<file path="src/rtl/tccs_pkg.sv">
package tccs_pkg;

  // screen geometry
  localparam int COLUMNS   = 80;
  localparam int ROWS      = 25;
  localparam int NUM_CELLS = ROWS * COLUMNS;

  // internal widths
  localparam int COL_W  = $clog2(COLUMNS + 1);
  localparam int ROW_W  = $clog2(ROWS);
  localparam int ADDR_W = $clog2(NUM_CELLS);
  localparam int LIN_W  = $clog2(NUM_CELLS + 1);

  // field widths
  localparam int CHAR_W    = 8;
  localparam int ATTR_W    = 8;
  localparam int CELL_W    = CHAR_W + ATTR_W;
  localparam int F_ROW_W   = 5;
  localparam int F_COL_W   = 7;
  localparam int F_LIN_W   = 11;
  localparam int S_TDATA_W = 24;
  localparam int M_TDATA_W = 40;

  // character codes and cell defaults
  localparam logic [CHAR_W-1:0] CODE_NEWLINE   = 8'd10;
  localparam logic [CHAR_W-1:0] CODE_BACKSPACE = 8'd8;
  localparam logic [CHAR_W-1:0] BLANK_CHAR     = 8'h20;
  localparam logic [ATTR_W-1:0] RESET_ATTR     = 8'h07;

  typedef enum logic [0:0] {
    REQ_PUT  = 1'b0,
    REQ_READ = 1'b1
  } req_e;

  typedef enum logic [1:0] {
    ST_CLEAR,
    ST_IDLE,
    ST_READ,
    ST_BLANK
  } state_e;

  // one access to the cell memory
  typedef struct packed {
    logic              we;
    logic              re;
    logic [ADDR_W-1:0] addr;
    logic [CELL_W-1:0] wdata;
  } ram_req_t;

  // result fields, last field in the lowest bits
  typedef struct packed {
    logic [F_LIN_W-1:0] cursor_linear;
    logic [F_ROW_W-1:0] cursor_row;
    logic [F_COL_W-1:0] cursor_col;
    logic [ATTR_W-1:0]  cell_attr;
    logic [CHAR_W-1:0]  cell_char;
  } result_t;

endpackage

</file>
<file path="src/rtl/tccs_cursor_ctrl.sv">
module tccs_cursor_ctrl (
  input  logic                     clk_i,
  input  logic                     rst_ni,
  input  logic                     s_valid_i,
  output logic                     s_ready_o,
  input  logic                     req_type_i,
  input  logic [7:0]               char_code_i,
  input  logic [4:0]               cell_row_i,
  input  logic [6:0]               cell_col_i,
  input  logic [7:0]               text_attr_i,
  output tccs_pkg::ram_req_t       ram_req_o,
  input  logic [tccs_pkg::CELL_W-1:0] ram_rdata_i,
  output logic                     m_valid_o,
  input  logic                     m_ready_i,
  output tccs_pkg::result_t        result_o
);
  import tccs_pkg::*;

  state_e             state_q, state_d;
  logic [COL_W-1:0]   cur_col_q, cur_col_d;
  logic [ROW_W-1:0]   cur_row_q, cur_row_d;
  logic [ROW_W-1:0]   top_q, top_d;
  logic [ADDR_W-1:0]  cnt_q, cnt_d;
  logic [ADDR_W-1:0]  base_q, base_d;
  logic               pend_q, pend_d;
  logic [CHAR_W-1:0]  pend_char_q, pend_char_d;
  logic               rd_ok_q, rd_ok_d;
  logic               m_valid_q, m_valid_d;
  result_t            res_q, res_d;

  logic               accept;
  logic               rd_in_range;

  // put decode results
  logic [COL_W-1:0]   col_n;
  logic [ROW_W-1:0]   row_n;
  logic               wr_en;
  logic [ROW_W-1:0]   wr_row;
  logic [COL_W-1:0]   wr_col;
  logic [CHAR_W-1:0]  wr_char;
  logic               scroll;
  logic               scroll_char;

  // logical row through the circular top pointer to a memory address
  function automatic logic [ADDR_W-1:0] cell_addr(
    input logic [ROW_W-1:0] row,
    input logic [ROW_W-1:0] top,
    input logic [COL_W-1:0] col
  );
    logic [ROW_W:0] phys;
    phys = {1'b0, row} + {1'b0, top};
    if (phys >= (ROW_W+1)'(ROWS)) begin
      phys = phys - (ROW_W+1)'(ROWS);
    end
    return ADDR_W'(int'(phys) * COLUMNS + int'(col));
  endfunction

  function automatic result_t make_result(
    input logic [CHAR_W-1:0] ch,
    input logic [ATTR_W-1:0] attr,
    input logic [COL_W-1:0]  col,
    input logic [ROW_W-1:0]  row
  );
    result_t        r;
    logic [LIN_W-1:0] lin;
    lin = LIN_W'(int'(row) * COLUMNS + int'(col));
    r.cell_char     = ch;
    r.cell_attr     = attr;
    r.cursor_col    = F_COL_W'(col);
    r.cursor_row    = F_ROW_W'(row);
    r.cursor_linear = F_LIN_W'(lin);
    return r;
  endfunction

  assign s_ready_o   = (state_q == ST_IDLE) && (!m_valid_q || m_ready_i);
  assign accept      = s_valid_i && s_ready_o;
  assign rd_in_range = (int'(cell_row_i) < ROWS) && (int'(cell_col_i) < COLUMNS);
  assign m_valid_o   = m_valid_q;
  assign result_o    = res_q;

  // cursor movement for a put request
  always_comb begin
    col_n       = cur_col_q;
    row_n       = cur_row_q;
    wr_en       = 1'b0;
    wr_row      = cur_row_q;
    wr_col      = cur_col_q;
    wr_char     = char_code_i;
    scroll      = 1'b0;
    scroll_char = 1'b0;
    case (char_code_i)
      CODE_NEWLINE: begin
        col_n = '0;
        if (cur_row_q == ROW_W'(ROWS - 1)) begin
          scroll = 1'b1;
        end else begin
          row_n = cur_row_q + 1'b1;
        end
      end
      CODE_BACKSPACE: begin
        if (cur_col_q != '0) begin
          col_n   = cur_col_q - 1'b1;
          wr_en   = 1'b1;
          wr_col  = cur_col_q - 1'b1;
          wr_char = BLANK_CHAR;
        end else if (cur_row_q != '0) begin
          row_n   = cur_row_q - 1'b1;
          col_n   = COL_W'(COLUMNS - 1);
          wr_en   = 1'b1;
          wr_row  = cur_row_q - 1'b1;
          wr_col  = COL_W'(COLUMNS - 1);
          wr_char = BLANK_CHAR;
        end
      end
      default: begin
        if (cur_col_q == COL_W'(COLUMNS)) begin
          // wrap pending: move to the next row first
          col_n = COL_W'(1);
          if (cur_row_q == ROW_W'(ROWS - 1)) begin
            scroll      = 1'b1;
            scroll_char = 1'b1;
          end else begin
            row_n  = cur_row_q + 1'b1;
            wr_en  = 1'b1;
            wr_row = cur_row_q + 1'b1;
            wr_col = '0;
          end
        end else begin
          wr_en = 1'b1;
          col_n = cur_col_q + 1'b1;
        end
      end
    endcase
  end

  // sequencer: reset clear, request handling, bottom-row blanking
  always_comb begin
    state_d     = state_q;
    cur_col_d   = cur_col_q;
    cur_row_d   = cur_row_q;
    top_d       = top_q;
    cnt_d       = cnt_q;
    base_d      = base_q;
    pend_d      = pend_q;
    pend_char_d = pend_char_q;
    rd_ok_d     = rd_ok_q;
    m_valid_d   = m_valid_q && !m_ready_i;
    res_d       = res_q;
    ram_req_o   = '0;
    unique case (state_q)
      ST_CLEAR: begin
        ram_req_o.we    = 1'b1;
        ram_req_o.addr  = cnt_q;
        ram_req_o.wdata = {RESET_ATTR, BLANK_CHAR};
        cnt_d           = cnt_q + 1'b1;
        if (cnt_q == ADDR_W'(NUM_CELLS - 1)) begin
          cnt_d   = '0;
          state_d = ST_IDLE;
        end
      end
      ST_IDLE: begin
        if (accept) begin
          if (req_e'(req_type_i) == REQ_READ) begin
            rd_ok_d        = rd_in_range;
            ram_req_o.re   = rd_in_range;
            ram_req_o.addr = cell_addr(ROW_W'(cell_row_i), top_q, COL_W'(cell_col_i));
            state_d        = ST_READ;
          end else begin
            cur_col_d = col_n;
            cur_row_d = row_n;
            if (wr_en) begin
              ram_req_o.we    = 1'b1;
              ram_req_o.addr  = cell_addr(wr_row, top_q, wr_col);
              ram_req_o.wdata = {text_attr_i, wr_char};
            end
            if (scroll) begin
              // old top row becomes the new bottom row
              top_d       = (top_q == ROW_W'(ROWS - 1)) ? '0 : top_q + 1'b1;
              base_d      = cell_addr('0, top_q, '0);
              pend_d      = scroll_char;
              pend_char_d = char_code_i;
              cnt_d       = '0;
              state_d     = ST_BLANK;
            end else begin
              m_valid_d = 1'b1;
              res_d     = make_result('0, '0, col_n, row_n);
            end
          end
        end
      end
      ST_READ: begin
        m_valid_d = 1'b1;
        if (rd_ok_q) begin
          res_d = make_result(ram_rdata_i[CHAR_W-1:0], ram_rdata_i[CELL_W-1:CHAR_W],
                              cur_col_q, cur_row_q);
        end else begin
          res_d = make_result('0, '0, cur_col_q, cur_row_q);
        end
        state_d = ST_IDLE;
      end
      ST_BLANK: begin
        ram_req_o.we    = 1'b1;
        ram_req_o.addr  = base_q + cnt_q;
        ram_req_o.wdata = {text_attr_i,
                           (pend_q && cnt_q == '0) ? pend_char_q : BLANK_CHAR};
        cnt_d           = cnt_q + 1'b1;
        if (cnt_q == ADDR_W'(COLUMNS - 1)) begin
          cnt_d     = '0;
          pend_d    = 1'b0;
          m_valid_d = 1'b1;
          res_d     = make_result('0, '0, cur_col_q, cur_row_q);
          state_d   = ST_IDLE;
        end
      end
      default: begin
        state_d = ST_IDLE;
      end
    endcase
  end

  // control registers
  always_ff @(posedge clk_i or negedge rst_ni) begin
    if (!rst_ni) begin
      state_q   <= ST_CLEAR;
      cur_col_q <= '0;
      cur_row_q <= '0;
      top_q     <= '0;
      cnt_q     <= '0;
      pend_q    <= 1'b0;
      m_valid_q <= 1'b0;
    end else begin
      state_q   <= state_d;
      cur_col_q <= cur_col_d;
      cur_row_q <= cur_row_d;
      top_q     <= top_d;
      cnt_q     <= cnt_d;
      pend_q    <= pend_d;
      m_valid_q <= m_valid_d;
    end
  end

  // payload registers
  always_ff @(posedge clk_i) begin
    base_q      <= base_d;
    pend_char_q <= pend_char_d;
    rd_ok_q     <= rd_ok_d;
    res_q       <= res_d;
  end

endmodule

</file>
<file path="config.mk">
export PLATFORM = sky130hd
export DESIGN_NAME = tccs_cursor_ctrl
export DESIGN_NICKNAME = d
export VERILOG_FILES = /design/src/rtl/tccs_pkg.sv /design/src/rtl/tccs_cursor_ctrl.sv
export SDC_FILE = /design/constraint.sdc
export NUM_CORES = 1
export LEC_CHECK = 0
export ABC_AREA = 1
export BUFFER_PORTS_ARGS = -buffer_cell sky130_fd_sc_hd__buf_2
export CAP_MARGIN = 15
export CORE_MARGIN = 2
export CORE_UTILIZATION = 59
export CTS_CLUSTER_SIZE = 12
export DETAILED_ROUTE_END_ITERATION = 12
export PLACE_DENSITY_LB_ADDON = 0.3
export SYNTH_ARGS = -nofsm -noshare
export SYNTH_HDL_FRONTEND = slang
export SYNTH_SLANG_ARGS = --single-unit
</file>
<file path="constraint.sdc">
create_clock -name clk_i -period 6.07 [get_ports clk_i]
set_input_delay 0.3035 -clock clk_i [delete_from_list [all_inputs] [get_ports clk_i]]
set_output_delay 0.3035 -clock clk_i [all_outputs]
set_load 0.1 [all_outputs]
</file>
=== Yosys cells after proc, flatten, opt, wreduce, memory -nomap -nowiden ===
Cells that the tools add are included.

* Reductions and logical operators: 24
* $mul: 5
* Mux-type cells: 79
* Equality and inequality tests: 17
* Divide/modulo/power cells: 0
* Bitwise operators: 1
* $add $sub $neg: 16
* Shift-type cells: 0
* $lt $le $gt $ge: 5

{| class="wikitable"
|+ Operators with widths
! cell !! number
|-
| $mux W39 || 4
|-
| $pmux W39 S3 || 1
|-
| $mux W6 || 14
|-
| $pmux W27 S3 || 1
|-
| $mux W11 || 6
|-
| $add A11 B7 Y11 || 4
|-
| $mux W7 || 5
|-
| $pmux W11 S3 || 1
|-
| $mux W16 || 2
|-
| $mux W8 || 4
|-
| $mux W29 || 1
|-
| $pmux W7 S2 || 2
|-
| $mux W27 || 1
|-
| $mux W5 || 5
|-
| $mul A6 B3 Y7 const B || 3
|-
| $pmux W5 S2 || 2
|-
| $mux W1 || 19
|-
| $eq A8 B4 Y1 const B || 2
|-
| $mul A5 B3 Y7 const B || 2
|-
| $add A5 B5 Y6 || 2
|-
| $ge A6 B5 Y1 const B || 2
|-
| $ne A2 B2 Y1 const B || 6
|-
| $reduce_and A4 Y1 || 3
|-
| $sub A6 B5 Y6 const B || 2
|-
| other kinds (34) || 53
|}

* Bits of input ports: 49
* Memory bits (writable): 0
* Memories: 0
* Register bits: 87
* Output and inout port bits: 70
* Word-level logic and storage cells: 162
* Latch bits: 0
* Memory bits (read-only): 0

=== Longest topological paths before layout ===
* Depth in word-level cells: 17
* Mapped depth: 35
* Gate-level depth less buffers: 35

=== Worst setup path after synthesis ===
Ideal clock, no wire load.

* Path kind: reg2reg
* From: reg m_valid_q (netlist: m_valid_o)
* To: reg res_q, in the netlist result_o[0], enable pin
* Cell stages (with the launch flop): 8
* Slack: -0.603 ns
* Path buffers: 0
* Arrival time: 6.158 ns
* Setup time: 0.515 ns
* Path through: dfrtp_1 > inv_1 > nor2_1 > nor2_1 > nand2_1 > inv_1 > nor2_1 > nor4_1

* Cells in the longest elaborated chain, start to end: 6

{| class="wikitable"
|+ Ends and longest elaborated chain
! item !! RTL line !! RTL
|-
| from (decl) || tccs_cursor_ctrl.sv:28 || <nowiki>logic m_valid_q, m_valid_d;</nowiki>
|-
| from (signal assigned) || tccs_cursor_ctrl.sv:238 || <nowiki>m_valid_q <= m_valid_d;</nowiki>
|-
| $logic_not A1 Y1 || tccs_cursor_ctrl.sv:75 || <nowiki>assign s_ready_o = (state_q == ST_IDLE) && (!m_valid_q || m_ready_i);</nowiki>
|-
| $logic_or A1 B1 Y1 || tccs_cursor_ctrl.sv:75 ||
|-
| $logic_and A1 B1 Y1 || tccs_cursor_ctrl.sv:75 ||
|-
| via s_ready_o || tccs_cursor_ctrl.sv:5 || <nowiki>output logic s_ready_o,</nowiki>
|-
| $logic_and A1 B1 Y1 || tccs_cursor_ctrl.sv:76 || <nowiki>assign accept = s_valid_i && s_ready_o;</nowiki>
|-
| $ne A2 B2 Y1 (no source line) || n/a ||
|-
| $reduce_and A5 Y1 (no source line) || n/a ||
|-
| to (signal assigned) || tccs_cursor_ctrl.sv:247 || <nowiki>res_q <= res_d;</nowiki>
|-
| to (decl) || tccs_cursor_ctrl.sv:29 || <nowiki>result_t res_q, res_d;</nowiki>
|}

The timed path passes the listed nets, and every way through them passes these cells.
A chain may end at the register's enable or synchronous reset.

==> impl_metrics.py <==
metrics = {
    "run_status": {
        "status": "finished, final reports clean",
    },
    "die": {
        "pin_count": 119,
        "die_x_um": 118,
        "core_um2": 12600,
        "die_area_um2": 13900,
        "rows": 41,
        "start_util_pct": 60.6,
        "die_y_um": 118,
    },
    "sta": {
        "setup_viol": 0,
        "hold_viol_final": 0,
        "skew_ns": 0.00861,
        "fmax_mhz": 172,
        "slew_violations": 0,
        "setup_ws_ns": 0.240,
        "fin_crit_sh_pct": 96.0,
        "slew_headroom_pct": 44.7,
        "min_period_ns": 5.83,
        "worst_slew_pin_slew_ns": 0.830,
    },
    "critical_path": {
        "r2r-start": "cur_row_q[0]$_DFFE_PN0P_",
        "slowest_delay_ns": 0.50,
        "end_kind": "output pin",
        "rrSetupSlack_ns": 2.17,
        "arrival_ns": 5.53,
        "crit_path_top_delay_cell": "fa_2",
        "reg2reg_to": "result_o[38]$_DFFE_PP_",
        "start_kind": "flop",
        "path_class": "flop to output pin",
        "critPathMaxFanout": 6,
        "reg2regPathDepth": 19,
        "worstPathRequired_ns": 5.77,
    },
    "final_layout": {
        "regArea_um2": 2340,
        "multi_input_area_um2": 4720,
        "drive_gt1_share_pct": 19.7,
        "fillers": 1043,
        "final_cell_area_um2": 8990,
        "antennaDiodeCount": 0,
        "finish.utilization_pct": 71.2,
        "nets": 1304,
        "area_delta_synth_final_pct": 17.6,
    },
    "clock_tree": {
        "cts_tree": "built",
        "cts_root_buffer": "clkbuf_16",
        "clk_pin_slew_ns": 0.07,
        "cts_htree_levels": 3,
        "cts_made_buffers": 9,
        "cts.sinks": 83,
        "clk_latency_ns": 0.36,
        "clk_path_buf_depth": 2,
    },
    "drt": {
        "drc": 0,
        "routed_via_density": 5.55,
        "routed_wl_mm": 20.4,
        "vias": 7416,
        "drt_iter0_drc": 827,
        "drt_pass1_iterations": 5,
        "wl_per_cell_um": 15.2,
        "drtAntennaViolNets": 0,
    },
    "logic_synthesis": {
        "synth_area_leader_cell": "edfxtp_1",
        "syn_inst": 1024,
        "synthFlopType": "edfxtp_1",
        "seq_area_frac_synth_pct": 30.5,
        "syn-num-nets": 1169,
        "synth_area_um2": 7640,
        "synth_cell_types": 49,
        "async_flop_share_pct": 38.6,
        "avgSynthCellArea_um2": 7.46,
        "synthTopCellsByArea": "edfxtp_1 (20%), ha_1 (14%), dfrtp_1 (10%)",
        "ys_ff_latch": 83,
        "synth_top_area_share_pct": 20.0,
        "yosysWarnings": 0,
        "synth_enable_flop_cells": 51,
    },
    "place": {
        "place.gp.congestion": 0.968,
        "post-place-ws_ns": 0.277,
        "dp_hpwl_mm": 15.2,
        "io_buffers": 118,
        "postPlaceCellArea_um2": 8470,
    },
    "global_routing": {
        "grt_pass1_vias": 6816,
        "antenna_found_initial": 0,
        "grt_use_total_pct": 28.9,
        "globalRouteOverflowTotal": 0,
        "grt_max_degree": 36,
        "grt_pass1_wl_mm": 32.6,
    },
    "worst_hold_path": {
        "hp-class": "input pin to async pin",
    },
    "flow_run": {
        "cap_violations": 0,
    },
}
metal layers:
layer,vias up,track usage (%),part of all wire (%)
met3,33,3.97,6.2
met5,-,0,0
met1,3427,38.6,44
met4,0,10.2,2.1
li1,3672,-,-
met2,284,48.0,48
metrics by stage:
| step | instances | setup TNS (ns) | hold WS, ns |
|---|---|---|---|
| after floorplan | 1024 | 0 | 0.00791 |
| after global placement | 1306 | 0 | 0.436 |
| after detailed placement | 1306 | 0 | 0.442 |
| after CTS | 1322 | 0 | 0.0647 |
| after global routing | 1336 | -0.167 | 0.114 |
| final | 1336 | 0 | 0.0444 |
placed cells by master (no fill, tap or decap), drive strengths merged, types with 6 or more instances in the layout:
cell,n
a21oi,64
a22oi,7
a31oi,12
buf,145
clkbuf,9
dfrtp,32
edfxtp,51
fa,12
ha,84
inv,162
nand2,203
nand3,80
nand3b,6
nor2,109
nor3,20
nor4,6
o211ai,6
o21ai,84
xnor2,10
xor2,28
worst max-delay path: cells and delay by family, from the launching register on:
family,cells,cell delay (ns)
fa+ha+maj,7,2.05
flops,1,0.43
buf+inv,9,0.87
compound gates,3,0.42
simple gates,15,1.40
Yosys cell counts, types with 6 or more instances:
cell,instances
inv_1,150
fa_1,12
ha_1,84
a22oi_1,7
nor3_1,19
nand3_1,79
o211ai_1,6
inv_2,8
dfrtp_1,32
nand2_1,198
xor2_1,28
a21oi_1,64
edfxtp_1,51
xnor2_1,10
o21ai_1,11
clkbuf_1,11
nand3b_1,6
nor2_1,100
a31oi_1,12
o21ai_0,72
sequential cells by signal, summed over array words and instances, names as in the netlist:
name / count
pend_q: 1
result_o: 35
cur_row_q: 5
base_q: 7
rd_ok_q: 1
cnt_q: 11
pend_char_q: 8
state_q: 2
top_q: 5
m_valid_o: 1
cur_col_q: 7
final cells by class:
type | count | share of cell area [%]
inverter | 160 | 6.74
sequential | 83 | 26.0
multi-input combinational | 760 | 52.6
clock inverter | 7 | 0.682
clock buffer | 9 | 2.51
timing repair buffer | 145 | 9.06
tap | 172 | 2.39
repair_timing:
item | in CTS | in global routing
gates resized for setup | 3 | 39
pin swaps | 0 | 10
endpoints found under the setup margin | 3 | 4
hold buffers | 0 | 0
setup buffers | 0 | 14
how the worst max path moves through the flow:
stage	start	to	slack (ns)	cells past startpoint
after floorplan	cur_col_q[0]$_DFFE_PN0P_	ram_req_o[26]	0.15	31
after global placement	cur_row_q[1]$_DFFE_PN0P_	ram_req_o[25]	0.38	28
after detailed placement	cur_row_q[1]$_DFFE_PN0P_	ram_req_o[25]	0.28	28
after CTS	cur_col_q[0]$_DFFE_PN0P_	ram_req_o[26]	0.04	33
after global routing	cur_col_q[1]$_DFFE_PN0P_	ram_req_o[25]	-0.09	30
final	cur_col_q[1]$_DFFE_PN0P_	ram_req_o[26]	0.24	34
kinds of logic after synthesis:
kind of cell | Yosys count | share of synthesized area [%]
flops | 83 | 30.5
simple gates | 435 | 25.1
fa+ha+maj | 96 | 16.9
compound gates | 191 | 13.8
xor+xnor | 38 | 4.35
buf+inv | 181 | 9.36
Power is left out: the tool's default activity adds up to more than one toggle a clock period on the data nets, which glitch-free logic cannot reach.
